--- config.mk ---
export PLATFORM = sky130hd
export DESIGN_NAME = csdi_ctrl
export DESIGN_NICKNAME = d
export VERILOG_FILES = /design/src/rtl/csdi_pkg.sv /design/src/rtl/csdi_ctrl.sv
export SDC_FILE = /design/constraint.sdc
export NUM_CORES = 1
export LEC_CHECK = 0
export ABC_AREA = 1
export BUFFER_PORTS_ARGS = -buffer_cell sky130_fd_sc_hd__buf_2
export CAP_MARGIN = 20
export CELL_PAD_IN_SITES_DETAIL_PLACEMENT = 1
export CELL_PAD_IN_SITES_GLOBAL_PLACEMENT = 1
export CORE_ASPECT_RATIO = 1.4
export CORE_MARGIN = 2
export CORE_UTILIZATION = 45
export DETAILED_ROUTE_END_ITERATION = 10
export PLACE_DENSITY = 0.85
export SLEW_MARGIN = 10
export SYNTH_ARGS = -nofsm -noshare
export SYNTH_HDL_FRONTEND = slang
export SYNTH_SLANG_ARGS = --single-unit
--- constraint.sdc ---
create_clock -name clk -period 3.85 [get_ports clk]
set_input_delay 0.5775 -clock clk [delete_from_list [all_inputs] [get_ports clk]]
set_output_delay 0.5775 -clock clk [all_outputs]
set_load 0.02 [all_outputs]
--- src/rtl/csdi_pkg.sv ---
package csdi_pkg;

	localparam int DEF_MAX_KNOTS = 256;
	localparam int QW = 48;
	localparam int RW = 160;

	localparam logic signed [QW-1:0] Q_MAX = 48'sh7FFF_FFFF_FFFF;
	localparam logic signed [QW-1:0] Q_MIN = 48'sh8000_0000_0000;
	localparam logic signed [QW-1:0] K_HALF = 48'sd32768;
	localparam logic signed [QW-1:0] K_THIRD = 48'sd21845;
	localparam logic signed [QW-1:0] K_QUARTER = 48'sd16384;
	localparam logic signed [QW-1:0] K_SIXTH = 48'sd10923;

	typedef enum logic [1:0] {UOP_ADD, UOP_SUB, UOP_MUL} uop_op_t;

	typedef enum logic [4:0] {
		OPD_ZERO, OPD_T, OPD_U, OPD_D, OPD_QA, OPD_QB, OPD_QAB,
		OPD_Y, OPD_C1, OPD_C2, OPD_C3, OPD_YP, OPD_C2P, OPD_DX,
		OPD_HALF, OPD_THIRD, OPD_QUARTER, OPD_SIXTH
	} opnd_t;

	typedef enum logic [2:0] {DST_T, DST_U, DST_QA, DST_QB, DST_QAB} dst_t;

	typedef struct packed {
		uop_op_t op;
		opnd_t   a;
		opnd_t   b;
		dst_t    dst;
		logic    last;
	} uop_t;

	typedef logic [5:0] upc_t;

	localparam upc_t PC_PA = 6'd0;
	localparam upc_t PC_PB = 6'd10;
	localparam upc_t PC_IV = 6'd20;
	localparam upc_t PC_FWD = 6'd29;
	localparam upc_t PC_REV = 6'd31;
	localparam upc_t PC_ZERO = 6'd33;

	typedef struct packed {
		logic cap;
		logic ram_we;
		logic ram_rd;
		logic v_hi;
		logic d_row;
		logic d_dd;
		logic row_lt;
		logic qab_clr;
		logic alu_go;
		logic mul_go;
		logic out_load;
		uop_t uop;
	} cmd_t;

	typedef struct packed {
		logic lim_eq;
		logic swap;
		logic dd_neg;
		logic dd_pos;
		logic d_neg;
		logic mul_done;
	} sts_t;

	function automatic uop_t mk(uop_op_t op, opnd_t a, opnd_t b, dst_t dst, logic last);
		uop_t u;
		u.op = op;
		u.a = a;
		u.b = b;
		u.dst = dst;
		u.last = last;
		return u;
	endfunction

	// partial integral of the current row: d*(y + d*(c1/2 + d*(c2/3 + d*c3/4)))
	function automatic uop_t ucode(upc_t pc);
		uop_t u;
		case (pc)
			6'd0, 6'd10: u = mk(UOP_MUL, OPD_C3, OPD_QUARTER, DST_T, 1'b0);
			6'd1, 6'd11: u = mk(UOP_MUL, OPD_T, OPD_D, DST_T, 1'b0);
			6'd2, 6'd12: u = mk(UOP_MUL, OPD_C2, OPD_THIRD, DST_U, 1'b0);
			6'd3, 6'd13: u = mk(UOP_ADD, OPD_T, OPD_U, DST_T, 1'b0);
			6'd4, 6'd14: u = mk(UOP_MUL, OPD_T, OPD_D, DST_T, 1'b0);
			6'd5, 6'd15: u = mk(UOP_MUL, OPD_C1, OPD_HALF, DST_U, 1'b0);
			6'd6, 6'd16: u = mk(UOP_ADD, OPD_T, OPD_U, DST_T, 1'b0);
			6'd7, 6'd17: u = mk(UOP_MUL, OPD_T, OPD_D, DST_T, 1'b0);
			6'd8, 6'd18: u = mk(UOP_ADD, OPD_T, OPD_Y, DST_T, 1'b0);
			6'd9: u = mk(UOP_MUL, OPD_T, OPD_D, DST_QA, 1'b1);
			6'd19: u = mk(UOP_MUL, OPD_T, OPD_D, DST_QB, 1'b1);
			// one whole interval between previous and current row
			6'd20: u = mk(UOP_ADD, OPD_C2, OPD_C2P, DST_U, 1'b0);
			6'd21: u = mk(UOP_MUL, OPD_U, OPD_DX, DST_U, 1'b0);
			6'd22: u = mk(UOP_MUL, OPD_U, OPD_DX, DST_U, 1'b0);
			6'd23: u = mk(UOP_MUL, OPD_U, OPD_SIXTH, DST_U, 1'b0);
			6'd24: u = mk(UOP_ADD, OPD_Y, OPD_YP, DST_T, 1'b0);
			6'd25: u = mk(UOP_SUB, OPD_T, OPD_U, DST_T, 1'b0);
			6'd26: u = mk(UOP_MUL, OPD_HALF, OPD_DX, DST_U, 1'b0);
			6'd27: u = mk(UOP_MUL, OPD_U, OPD_T, DST_U, 1'b0);
			6'd28: u = mk(UOP_ADD, OPD_QAB, OPD_U, DST_QAB, 1'b1);
			6'd29: u = mk(UOP_SUB, OPD_QB, OPD_QA, DST_T, 1'b0);
			6'd30: u = mk(UOP_ADD, OPD_T, OPD_QAB, DST_T, 1'b1);
			6'd31: u = mk(UOP_SUB, OPD_QA, OPD_QB, DST_T, 1'b0);
			6'd32: u = mk(UOP_SUB, OPD_T, OPD_QAB, DST_T, 1'b1);
			default: u = mk(UOP_ADD, OPD_ZERO, OPD_ZERO, DST_T, 1'b1);
		endcase
		return u;
	endfunction

	function automatic logic signed [QW-1:0] sat_add(logic signed [QW-1:0] a,
			logic signed [QW-1:0] b, logic sub);
		logic signed [QW+1:0] ea;
		logic signed [QW+1:0] eb;
		logic signed [QW+1:0] s;
		ea = (QW+2)'(a);
		eb = (QW+2)'(b);
		s = sub ? ea - eb : ea + eb;
		if (s > (QW+2)'(Q_MAX))
			return Q_MAX;
		if (s < (QW+2)'(Q_MIN))
			return Q_MIN;
		return s[QW-1:0];
	endfunction

endpackage

--- src/rtl/csdi_ctrl.sv ---
module csdi_ctrl #(
	parameter int MAX_KNOTS = csdi_pkg::DEF_MAX_KNOTS
) (
	input  logic                         clk,
	input  logic                         arst_n,
	input  logic                         s_tvalid,
	output logic                         s_tready,
	input  logic                         operation,
	input  logic [7:0]                   knot_index,
	input  logic                         cfg_wr_en,
	input  logic [8:0]                   cfg_wr_data,
	output logic                         m_tvalid,
	input  logic                         m_tready,
	output logic [1:0]                   flags,
	input  csdi_pkg::sts_t               sts,
	output csdi_pkg::cmd_t               cmd,
	output logic [$clog2(MAX_KNOTS)-1:0] ram_addr
);
	import csdi_pkg::*;

	localparam int IW = $clog2(MAX_KNOTS);

	typedef enum logic [4:0] {
		ST_IDLE, ST_CHK, ST_L_RD0, ST_L_D0, ST_L_RD, ST_L_EV, ST_L_FIN,
		ST_R_RD, ST_R_LT, ST_A_RET, ST_S_RD0, ST_S_LT0, ST_S_CHK, ST_S_RD,
		ST_S_LT, ST_S_NXT, ST_X, ST_XW, ST_DONE
	} state_t;

	state_t state_q, ret_q;
	upc_t pc_q;
	logic [8:0] kc_q;
	logic [IW-1:0] i_q, ia_q, ib_q, last_q;
	logic first_q, vhi_q, before_q, past_q;
	logic m_valid_q;
	logic [1:0] flags_q;

	uop_t u;
	logic [31:0] kc32, n32;
	logic out_free;

	assign u = ucode(pc_q);
	assign kc32 = 32'(kc_q);
	assign n32 = (kc32 < 32'd2) ? 32'd2 :
		(kc32 > 32'(MAX_KNOTS)) ? 32'(MAX_KNOTS) : kc32;
	assign out_free = !m_valid_q || m_tready;

	always_comb begin
		cmd = '0;
		cmd.uop = u;
		cmd.v_hi = vhi_q;
		ram_addr = i_q;
		case (state_q)
			ST_IDLE: begin
				cmd.cap = s_tvalid && operation;
				cmd.ram_we = s_tvalid && !operation && (32'(knot_index) < 32'(MAX_KNOTS));
			end
			ST_L_RD0, ST_R_RD, ST_S_RD0: cmd.ram_rd = 1'b1;
			ST_L_RD, ST_S_RD: begin
				cmd.ram_rd = 1'b1;
				ram_addr = i_q + IW'(1);
			end
			ST_L_D0: cmd.d_row = 1'b1;
			ST_L_EV: cmd.d_dd = !sts.dd_neg && (i_q != last_q);
			ST_R_LT, ST_S_LT0, ST_S_LT: cmd.row_lt = 1'b1;
			ST_A_RET: cmd.qab_clr = !first_q;
			ST_X: begin
				cmd.mul_go = (u.op == UOP_MUL);
				cmd.alu_go = (u.op != UOP_MUL);
			end
			ST_DONE: cmd.out_load = out_free;
			default: ;
		endcase
	end

	always_ff @(posedge clk or negedge arst_n) begin
		if (!arst_n) begin
			state_q <= ST_IDLE;
			ret_q <= ST_IDLE;
			pc_q <= '0;
			kc_q <= 9'd2;
			i_q <= '0;
			ia_q <= '0;
			ib_q <= '0;
			last_q <= '0;
			first_q <= 1'b0;
			vhi_q <= 1'b0;
			before_q <= 1'b0;
			past_q <= 1'b0;
			m_valid_q <= 1'b0;
			flags_q <= '0;
		end else begin
			if (cfg_wr_en)
				kc_q <= cfg_wr_data;
			if (m_valid_q && m_tready && state_q != ST_DONE)
				m_valid_q <= 1'b0;
			case (state_q)
				ST_IDLE: begin
					if (s_tvalid && operation) begin
						before_q <= 1'b0;
						past_q <= 1'b0;
						state_q <= ST_CHK;
					end
				end
				ST_CHK: begin
					if (sts.lim_eq) begin
						pc_q <= PC_ZERO;
						ret_q <= ST_DONE;
						state_q <= ST_X;
					end else begin
						last_q <= IW'(n32 - 32'd2);
						i_q <= '0;
						vhi_q <= 1'b0;
						first_q <= 1'b1;
						state_q <= ST_L_RD0;
					end
				end
				ST_L_RD0: state_q <= ST_L_D0;
				ST_L_D0: state_q <= ST_L_RD;
				ST_L_RD: state_q <= ST_L_EV;
				ST_L_EV: begin
					if (sts.dd_neg) begin
						state_q <= ST_L_FIN;
					end else if (i_q != last_q) begin
						i_q <= i_q + IW'(1);
						state_q <= ST_L_RD;
					end else begin
						if (sts.dd_pos)
							past_q <= 1'b1;
						state_q <= ST_L_FIN;
					end
				end
				ST_L_FIN: begin
					if (sts.d_neg)
						before_q <= 1'b1;
					state_q <= ST_R_RD;
				end
				ST_R_RD: state_q <= ST_R_LT;
				ST_R_LT: begin
					pc_q <= first_q ? PC_PA : PC_PB;
					ret_q <= ST_A_RET;
					state_q <= ST_X;
				end
				ST_A_RET: begin
					if (first_q) begin
						ia_q <= i_q;
						first_q <= 1'b0;
						vhi_q <= 1'b1;
						state_q <= ST_L_RD0;
					end else begin
						ib_q <= i_q;
						i_q <= ia_q;
						state_q <= ST_S_RD0;
					end
				end
				ST_S_RD0: state_q <= ST_S_LT0;
				ST_S_LT0: state_q <= ST_S_CHK;
				ST_S_CHK: begin
					if (i_q == ib_q) begin
						pc_q <= sts.swap ? PC_REV : PC_FWD;
						ret_q <= ST_DONE;
						state_q <= ST_X;
					end else begin
						state_q <= ST_S_RD;
					end
				end
				ST_S_RD: state_q <= ST_S_LT;
				ST_S_LT: begin
					pc_q <= PC_IV;
					ret_q <= ST_S_NXT;
					state_q <= ST_X;
				end
				ST_S_NXT: begin
					i_q <= i_q + IW'(1);
					state_q <= ST_S_CHK;
				end
				ST_X: begin
					if (u.op == UOP_MUL)
						state_q <= ST_XW;
					else if (u.last)
						state_q <= ret_q;
					else
						pc_q <= pc_q + 6'd1;
				end
				ST_XW: begin
					if (sts.mul_done) begin
						if (u.last) begin
							state_q <= ret_q;
						end else begin
							pc_q <= pc_q + 6'd1;
							state_q <= ST_X;
						end
					end
				end
				ST_DONE: begin
					if (out_free) begin
						m_valid_q <= 1'b1;
						flags_q <= {past_q, before_q};
						state_q <= ST_IDLE;
					end
				end
				default: state_q <= ST_IDLE;
			endcase
		end
	end

	assign s_tready = (state_q == ST_IDLE);
	assign m_tvalid = m_valid_q;
	assign flags = flags_q;

endmodule

==> out/metrics.csv <==
metric;value;unit
multi_input_area;0.00248;mm²
drtIter0Drc;139;
regArea;0.00158;mm²
fillCellCount;1299;
cts_resized;0;
cp_slowest_cell;dfrtp_1;
crit_path_start;pc_q[0];
hold_viol_final;0;
core_area;0.00985;mm²
diodes;0;
p_seq_share;27.8;%
status;finished, final reports clean;
cp_num_buf_inv;5;
synth_edf_count;0;
syn-instance-count;633;
cp_slowest_stage_delay;0.58;ns
post-place-ws;1.01;ns
p_comb_share;48.6;%
ant_nets;0;
worst_slack;0.671;ns
area_delta_synth_final;13.9;%
setup_tns;0;ns
p_sw;1.61;mW
maxSlewViolCount;0;
finalCriticalPeriod;3.18;ns
grt_overflow;0;
hold_path_class;primary input to asynchronous set/reset pin;
critical_path_class;register to output port;
cp-end-kind;output port;
critPathLaunchType;register;
synth.distinct_cells;50;
cp_max_fo;12;
groute.usage.overall;25.9;%
cts_root_buf;clkbuf_16;
ir_drop;0.000270;V
drc_errors;0;
wl_per_cell;15.8;µm
fp.dieH;122;µm
p_int;1.87;mW
cp_data_required_time;3.27;ns
ctsHtreeMaxLevel;3;
tightest_slew;0.760;ns
worstSkewPairLatency;0.33;ns
firstDrtPassIters;4;
drive_gt1_share;18.0;%
clock_path_buffers;2;
yosys_warnings;0;
via_per_inst;5.21;
dieArea;0.0108;mm²
avgSynthCellArea;7.10;µm²
nets;721;
port-buffer-count;58;
cts.sinks;63;
grt_pass1_vias;4531;
p_sw_share;46.3;%
grt_pass1_wl;21.7;mm
routed_wl;13.0;mm
max_freq;315;MHz
path_cells;inv_1 -> ha_1 -> inv_1 -> nor2_1 -> inv_1 -> nor2_1 -> nor2_1 -> nand4_2 -> inv_1 -> buf_2;
die_width;88.5;µm
final_cell_area;0.00512;mm²
synth_nets;674;
power.share.clock;23.6;%
synthArstFlopShare;100;%
power.density;679;mW/mm²
vias;4269;
leakagePower;2.72;nW
cap_violations;0;
fin_skew;0.00892;ns
final_common_cell;nand2_1;
synthesis.area;0.00450;mm²
dpl_cell_area;0.00482;mm²
r2r_start;pc_q[2];
rsz0062_at_grt;false;
cts-hold-fix-buffers;0;
cts_made_buffers;9;
cts_tree;done;
clkTransAtPathRegs;0.05;ns
relSlewSlack;49.3;%
setup_violations;0;
ys_seq_elements;63;
grt_max_degree;34;
routabilityCongestion;0.903;
antenna_found_initial;0;
ys.flop_type;dfrtp_1;
whs;0.317;ns
critPathTopFamily;buffers and inverters;
fin_crit_sh;82.6;%
synth.yosys.seq_area_share;35.1;%
ios;68;
hpwl;9.80;mm
start_util;45.7;%
post_cts_buffers;0;
crit_arrival;2.60;ns
final_cell_mix;nand2_1 (192), inv_1 (69), dfrtp_1 (62);
rows;43;
final_util;52.0;%
critical_path.most_common_cell;inv_1;
==> logic make-up (layout without fill, tap and decap cells) <==
logic type               Yosys count  after routing  share of synthesized area [%]
multiplexers                       6              6                           1.50
AND/OR/NAND/NOR                  319            319                           31.6
buffers and inverters            102            154                           9.85
adder cells (fa/ha/maj)           12             12                           3.34
AO/OA/AOI/OAI                    107            107                           14.1
other                              1              1                         0.0834
XOR/XNOR                          23             23                           4.48
flip-flops                        63             63                           35.1
==> per-stage QoR <==
| step | instances | total power, mW |
|---|---|---|
| CTS | 820 | 3.51 |
| detailed placement | 804 | 2.66 |
| floorplan | 633 | 2.22 |
| global placement | 804 | 2.60 |
| global route | 820 | 3.74 |
| finish | 820 | 3.47 |
==> cell type report <==
class | instances | share of cell area (%)
inverters | 79 | 5.79
repair buffers | 59 | 5.82
well taps | 135 | 3.30
clock inverters | 3 | 0.831
multi-input cells | 468 | 48.4
flip-flops and latches | 63 | 30.8
clock buffers | 13 | 5.08
==> synthesized netlist by cell type (all sizes together), types with 2 or more instances <==
master	n	area (µm²)
o211ai	5	37.5
xor2	8	70.1
ha	12	150
o21a	2	15.0
nand2	198	773
nor3	5	30.0
a21oi	31	163
nand4	7	50.1
nand3	41	250
clkbuf	6	27.5
o22ai	4	25.0
dfrtp	62	1550
a21o	7	52.6
inv	78	293
buf	17	119
o21ai	50	277
nor2	64	285
xnor2	15	131
mux2	6	67.6
==> flip-flops by register name (all words and copies together), names as in the netlist <==
signal	flops
vhi_q	1
pc_q	6
before_q	1
state_q	5
first_q	1
kc_q	9
i_q	8
m_tvalid	1
ib_q	8
last_q	8
ret_q	4
flags	2
past_q	1
ia_q	8
==> worst register-to-register path: cells and delay by family, from the launching register on <==
kind                       cells  cell delay (ns)
buffers and inverters          2             0.31
DFF                            1             0.67
and+or+nand+nor                9             1.02
adders and majority gates      1             0.26
==> path summary, 6_finish.rpt <==
check,end,slack (ns),cells past startpoint
min in group clk,kc_q[8],0.47,3
worst max register to register,pc_q[4],1.47,12
worst min register to register,ia_q[0],0.47,1
worst max-delay path,cmd[17],0.67,10
max in group asynchronous,ib_q[0],2.63,2
worst min-delay path,kc_q[5],0.32,1
==> power groups by stage <==
stage                     combinational [mW]  sequential (mW)  clock [mW]
after detailed placement                1.68            0.975           0
after floorplan                         1.32            0.903           0
after global placement                  1.63            0.968           0
final                                   1.69            0.967       0.820
after CTS                               1.70            0.967       0.835
after global routing                    1.90            0.989       0.860
==> routing by layer <==
metal	vias up	global-route usage (%)	share of wire, %
met5	-	0	0
met4	0	9.38	2.5
met3	24	3.30	2.1
met2	57	48.1	54
met1	2074	29.6	41
li1	2114	-	-
(Power assumes the default switching activity.)
